File: config.mk
export PLATFORM = sky130hd
export DESIGN_NAME = vfct_csr_flat
export DESIGN_NICKNAME = d
export VERILOG_FILES = /design/src/rtl/vfct_pkg.sv /design/src/rtl/vfct_if.sv /design/src/rtl/vfct_csr.sv /design/src/flat_wrapper.sv
export SDC_FILE = /design/constraint.sdc
export NUM_CORES = 1
export LEC_CHECK = 0
export BUFFER_PORTS_ARGS = -buffer_cell sky130_fd_sc_hd__buf_2
export CORE_AREA = 2 2 154 156
export DETAILED_ROUTE_END_ITERATION = 10
export DIE_AREA = 0 0 156 158
export MAX_ROUTING_LAYER = met4
export PLACE_DENSITY = 0.91
export SYNTH_ARGS = -nofsm -noshare
export SYNTH_HDL_FRONTEND = slang
export SYNTH_SLANG_ARGS = --single-unit
File: constraint.sdc
create_clock -name clock -period 1.3 [get_ports clock]
set_input_delay 0.065 -clock clock [delete_from_list [all_inputs] [get_ports clock]]
set_output_delay 0.065 -clock clock [all_outputs]
set_load 0.005 [all_outputs]
File: src/rtl/vfct_pkg.sv
// ----------------------------------------------------------------------------
// vfct_pkg
// Shared constants, codes and types of the view frustum culling test core.
// ----------------------------------------------------------------------------
`default_nettype none

package vfct_pkg;

   // Default field widths
   localparam int COORD_WIDTH_DEF = 20;
   localparam int AXIS_WIDTH_DEF  = 16;

   // Fixed field widths
   localparam int SCALE_W    = 12;
   localparam int SLOPE_W    = 16;
   localparam int CAMERA_W   = 60;
   localparam int AXIS_REG_W = 48;
   localparam int DEPTH_W    = 40;
   localparam int CSR_DATA_W = 60;
   localparam int CSR_IDX_W  = 3;

   // Fixed-point fractions
   localparam int AXIS_FRAC  = 14;   // axis components Q1.14
   localparam int SLOPE_FRAC = 12;   // slopes Q4.12
   localparam int SR_SHIFT   = 4;    // Q.14 * Q.12 -> Q.26, then shifted left by 4

   // sqrt(2) in Q.14
   localparam int SQRT2_W = 15;
   localparam logic [SQRT2_W-1:0] SQRT2_Q14 = 15'd23170;
   localparam int RADIUS_W = SCALE_W + SQRT2_W;

   localparam int STAGES = 5;

   localparam logic [SLOPE_W-1:0] SLOPE_ONE = 16'd4096;

   typedef enum logic [CSR_IDX_W-1:0] {
      CSR_CAMERA_POSITION  = 3'd0,
      CSR_RIGHT_AXIS       = 3'd1,
      CSR_UP_AXIS          = 3'd2,
      CSR_VIEW_AXIS        = 3'd3,
      CSR_DEPTH_LIMITS     = 3'd4,
      CSR_VERTICAL_SLOPE   = 3'd5,
      CSR_HORIZONTAL_SLOPE = 3'd6,
      CSR_SPHERE_FACTOR    = 3'd7
   } csr_index_type;

   typedef enum logic {
      CMD_CUBE   = 1'b0,
      CMD_SQUARE = 1'b1
   } command_type;

   typedef enum logic [1:0] {
      COLL_OUTSIDE   = 2'd0,
      COLL_INSIDE    = 2'd1,
      COLL_INTERSECT = 2'd2
   } collision_type;

   typedef struct packed {
      logic [CAMERA_W-1:0]   camera_position;
      logic [AXIS_REG_W-1:0] right_axis;
      logic [AXIS_REG_W-1:0] up_axis;
      logic [AXIS_REG_W-1:0] view_axis;
      logic [DEPTH_W-1:0]    depth_limits;
      logic [SLOPE_W-1:0]    vertical_slope;
      logic [SLOPE_W-1:0]    horizontal_slope;
      logic [SLOPE_W-1:0]    sphere_factor;
   } csr_regs_type;

endpackage

`default_nettype wire

File: src/rtl/vfct_if.sv
// ----------------------------------------------------------------------------
// vfct interfaces
// Valid/ready channels: test request, test response and register write.
// ----------------------------------------------------------------------------
`default_nettype none


interface vfct_csr_if;
   logic                              valid;
   logic                              ready;
   logic [vfct_pkg::CSR_IDX_W-1:0]    index;
   logic [vfct_pkg::CSR_DATA_W-1:0]   data;

   modport source (output valid, index, data, input ready);
   modport sink   (input valid, index, data, output ready);
endinterface

`default_nettype wire

File: src/rtl/vfct_csr.sv
// ----------------------------------------------------------------------------
// vfct_csr
// Camera and frustum configuration registers.
// ----------------------------------------------------------------------------
`default_nettype none

module vfct_csr (
   input  wire                    clock,
   input  wire                    reset,
   vfct_csr_if.sink               csr_bus,
   output vfct_pkg::csr_regs_type regs
);

   // slopes and sphere factor come up at 1.0, everything else at zero
   localparam vfct_pkg::csr_regs_type REGS_RESET = '{
      camera_position:  '0,
      right_axis:       '0,
      up_axis:          '0,
      view_axis:        '0,
      depth_limits:     '0,
      vertical_slope:   vfct_pkg::SLOPE_ONE,
      horizontal_slope: vfct_pkg::SLOPE_ONE,
      sphere_factor:    vfct_pkg::SLOPE_ONE
   };

   vfct_pkg::csr_regs_type regs_ff;
   vfct_pkg::csr_regs_type regs_in;

   assign csr_bus.ready = 1'b1;
   assign regs          = regs_ff;

   always_comb begin
      regs_in = regs_ff;
      if (csr_bus.valid) begin
         case (vfct_pkg::csr_index_type'(csr_bus.index))
            vfct_pkg::CSR_CAMERA_POSITION:
               regs_in.camera_position = csr_bus.data[vfct_pkg::CAMERA_W-1:0];
            vfct_pkg::CSR_RIGHT_AXIS:
               regs_in.right_axis = csr_bus.data[vfct_pkg::AXIS_REG_W-1:0];
            vfct_pkg::CSR_UP_AXIS:
               regs_in.up_axis = csr_bus.data[vfct_pkg::AXIS_REG_W-1:0];
            vfct_pkg::CSR_VIEW_AXIS:
               regs_in.view_axis = csr_bus.data[vfct_pkg::AXIS_REG_W-1:0];
            vfct_pkg::CSR_DEPTH_LIMITS:
               regs_in.depth_limits = csr_bus.data[vfct_pkg::DEPTH_W-1:0];
            vfct_pkg::CSR_VERTICAL_SLOPE:
               regs_in.vertical_slope = csr_bus.data[vfct_pkg::SLOPE_W-1:0];
            vfct_pkg::CSR_HORIZONTAL_SLOPE:
               regs_in.horizontal_slope = csr_bus.data[vfct_pkg::SLOPE_W-1:0];
            vfct_pkg::CSR_SPHERE_FACTOR:
               regs_in.sphere_factor = csr_bus.data[vfct_pkg::SLOPE_W-1:0];
            default: regs_in = regs_ff;
         endcase
      end
   end

   always_ff @(posedge clock) begin
      if (reset) begin
         regs_ff <= REGS_RESET;
      end else begin
         regs_ff <= regs_in;
      end
   end

endmodule

`default_nettype wire

File: src/flat_wrapper.sv
// flat-port wrapper written by rule: the top's interface ports become plain ports
module vfct_csr_flat 
  (clock, reset, regs, csr_bus_valid, csr_bus_index, csr_bus_data, csr_bus_ready);
  vfct_csr_if csr_bus_i ();
  input  wire clock;
  input  wire reset;
  output vfct_pkg::csr_regs_type regs;
  input wire logic [$bits(csr_bus_i.valid)-1:0] csr_bus_valid;
  input wire logic [$bits(csr_bus_i.index)-1:0] csr_bus_index;
  input wire logic [$bits(csr_bus_i.data)-1:0] csr_bus_data;
  output wire logic [$bits(csr_bus_i.ready)-1:0] csr_bus_ready;
  assign csr_bus_i.valid = csr_bus_valid;
  assign csr_bus_i.index = csr_bus_index;
  assign csr_bus_i.data = csr_bus_data;
  assign csr_bus_ready = csr_bus_i.ready;
  vfct_csr u_core (.clock(clock), .reset(reset), .csr_bus(csr_bus_i), .regs(regs));
endmodule
# Word-level counts from Yosys, hierarchy flattened
# Index checks and enable logic that the tools add are counted.
word_totals:
  inputBits: 66
  ram_bits: 0
  mem_bits_ro: 0
  latch_bits: 0
  reg_bits: 292
  n_memories: 0
classes:
  n_bitwise: 0
  div_mod_pow: 0
  n_mul: 0
  mux: 0
  n_addsub: 0
  magnitude_cmp: 0
  shifts: 0
  eq_ne: 7
  n_reduce_logical: 9
ops:
  columns: ["operator", "count"]
  rows:
  - ["$reduce_and 2->1", 8]
  - ["$eq 3x3->1 const B", 4]
  - ["$eq 3x2->1 const B", 2]
  - ["$eq 3x1->1 const B", 1]
  - ["$logic_not 3->1", 1]

# Logic depth before layout (Yosys ltp)
depth:
  depth_word: 2
  ltp_mapped: 6

# Worst setup path before layout
# No wires, ideal clock.
synth_timing:
  path_type: "input to register"
  from: "input port csr_bus_index[1]"
  to: "register u_core.regs_ff (netlist bit u_core.regs[275])"
  setup_ps: 121
  path_stages: 4
  n_path_buf: 2
  arrival_ps: 957
  slack_ps: 223
  cell_sequence: "buf_4 > or4b_4 > buf_6 > mux2i_1"
synth_between:
  elab_chain_len: 2
synth_rtl:
  columns: ["element", "line", "source"]
  rows:
  - ["start: declaration", "flat_wrapper.sv:9", "input wire logic [$bits(csr_bus_i.index)-1:0] csr_bus_index;"]
  - ["$logic_not 3->1", "vfct_csr.sv:35", "case (vfct_pkg::csr_index_type'(csr_bus.index))"]
  - ["$reduce_and 2->1 (no line)", null, null]
  - ["end signal: assignment", "vfct_csr.sv:61", "regs_ff <= regs_in;"]
  - ["end: declaration", "vfct_csr.sv:26", "vfct_pkg::csr_regs_type regs_ff;"]
# No other way between the ends.
# A chain may end at the register's enable or synchronous reset.

==> run summary <==
Num Clock Sinks - 292
Max FO, Critical Path - 28
CTS tree - done
Synth Warn # - 0
Drt total wl - 31400 um
Row cnt - 56
Setup TNS - 0 ns
Worst R2R End - u_core.regs[143]
TritonCTS buffer count - 29
Worst skew pair latency - 0.52 ns
Slew Limit Fails - 0
Layout Skew - 0 ns
Congestion Overflow GR - 0
Simple-gate share of the synthesized area - 0.200
P_leak - 8.02 nW
Clk slew on worst S/H paths - 0.06 ns
Status - finished clean
Area Overhead vs Synth - 30.7%
Flops & latches, synth - 292
Crit path launch type - input pin
Longest Clk Path Bufs - 3
Highest-count cells in the layout ignoring fill and taps - 356 x buf_2, 349 x nand2b_1, 292 x mux2i_1, 292 x dfxtp_1, 46 x dlygate4sd3_1
H-tree depth - 1
Largest family of logic cells by synthesized area - multiplexers
Wire per inst - 18.1 um
Final setup margin - 0.0718 ns
Placed Area - 13800 um2
Setup violators final - 0
Commonest non-fill, non-tap cell in the layout - buf_2
DR iter-0 viols - 416
TritonRoute pass-1 iters - 4
Post-cts repair resize count - 0
Type of the worst setup path - input pin to flop
Final Hold Viols - 0
Clk root buf - clkbuf_16
Hold Startpoint - csr_bus_data[14]
Area contributors post-synth - dfxtp_1 50%, mux2i_1 25%, nand2b_1 19%
Hold Buf Count CTS - 46
First-pass GRT wire length - 47300 um
Die Wd - 156 um
Post-Synthesis Net Count - 1108
Max reg flops - 292
Area leader, netlist - dfxtp_1
Die Y-Extent - 158 um
Pwr dens - 1240 nW/um2
Fin crit period - 1.23 ns
Mapped Area - 11600 um2
Remaining antenna violation count after routing - 0
Initial antenna violation count - 1
Fmax - 814 MHz
Post-layout util - 0.656
Synth Area per Inst - 11.1 um2
Worst Hold End - u_core.regs[150]
Synth Area in Adders - 0
Gate Count Post-Synth - 1042
Hold path depth - 3
Peak VDD IR - 896 uV
Drt drc - 0
Number of nets in the layout - 1484
Largest net degree at the start of global routing - 85
Num ports - 359
Core area - 23100 um2
Unrepaired setup endpoints after global routing - false
Share of layout cells above drive strength 1 - 0.308
Reg2reg setup slack - 0.61 ns
Vias/cell - 5.07
Port buffer count - 357
Number of max-cap violations - 0
Share of the synthesized area in the top cell type - 0.505
Synth Area in XOR/XNOR - 0
Post-DP HPWL - 20900 um
Hold WC Path Type - input pin to flop
DIE AREA - 24600 um2
Vias in the first global route - 8878
R2R cell count - 2
Yosys cell types - 16
Place WS - -0.0479 ns
Starting Density - 0.502
GPL Wtd Cong - 0.838
Fill cells - 1694
Final worst path period share - 0.945
Post-synthesis sequential area ratio - 0.505
Aggregate global-route resource usage - 0.249
Multiplexer area fraction after synthesis - 0.252
Detailed-route via count - 8769
R2r startpoint - u_core.regs[143]
Worst endpoint data arrival time - 1.61 ns
Complex-gate fraction of the synthesized area - 0
Endpoint class of the critical path - flop
Req. time, crit path - 1.68 ns
Final Instance Area - 15100 um2
Post-CTS setup buffers - 0
==> cell usage after synthesis <==
| library cell | n |
|---|---|
| buf_1 | 5 |
| or4b_4 | 1 |
| buf_4 | 5 |
| conb_1 | 1 |
| clkbuf_1 | 51 |
| and4b_1 | 1 |
| nand4_2 | 1 |
| nand4b_1 | 3 |
| buf_6 | 13 |
| nor4b_2 | 1 |
| dfxtp_1 | 292 |
| nor2_1 | 4 |
| mux2i_1 | 292 |
| buf_2 | 20 |
| nand2b_1 | 349 |
| nand4bb_1 | 3 |
==> worst max-delay path, cell delays in order <==
cell	delay, ns
dlygate4sd3_1	0.55
buf_6	0.24
buf_4	0.19
nand2b_1	0.41
mux2i_1	0.15
==> cell type report <==
type | instances | area [um2] | share of cell area
flip-flops and latches | 292 | 5850 | 0.386
well taps | 290 | 363 | 0.0240
diodes | 1 | 2.50 | 0.000165
clock buffers | 40 | 797 | 0.0527
clock inverters | 12 | 119 | 0.00786
repair buffers | 439 | 2710 | 0.179
multi-input cells | 656 | 5290 | 0.350
==> worst max-delay path by stage <==
stage,start,cells after the start,endpoint
after floorplan,csr_bus_index[1],4,u_core.regs[275]
after global placement,csr_bus_index[2],4,u_core.regs[246]
after detailed placement,csr_bus_index[2],4,u_core.regs[245]
after CTS,reset,5,u_core.regs[138]
after global routing,reset,5,u_core.regs[234]
final,reset,5,u_core.regs[138]
==> layer usage <==
metal / track usage / wire length, um / share of wire
met5: - / 0 / 0
met4: 0.108 / 1480 / 0.047
met3: 0.0454 / 1680 / 0.054
met2: 0.428 / 15300 / 0.49
met1: 0.285 / 12900 / 0.41
==> cell families after synthesis <==
family | after synthesis
and+or+nand+nor | 363
muxes | 292
DFF | 292
buffers and inverters | 94
other | 1
==> power by group <==
group / internal (mW) / leakage [nW] / switching, mW
clock network: 4.67 / 0.448 / 3.41
logic: 0.759 / 5.21 / 0.712
registers: 9.15 / 2.36 / 0.105
==> metrics by stage <==
step / hold WS, ns / cells / power [mW]
CTS: 0.0159 / 1729 / 18.9
detailed placement: 0.330 / 1631 / 10.8
finish: 0.0388 / 1730 / 18.8
global placement: 0.327 / 1631 / 10.7
floorplan: 0.220 / 1042 / 10.2
global route: 0.0279 / 1730 / 19.4
(Power assumes the default switching activity.)
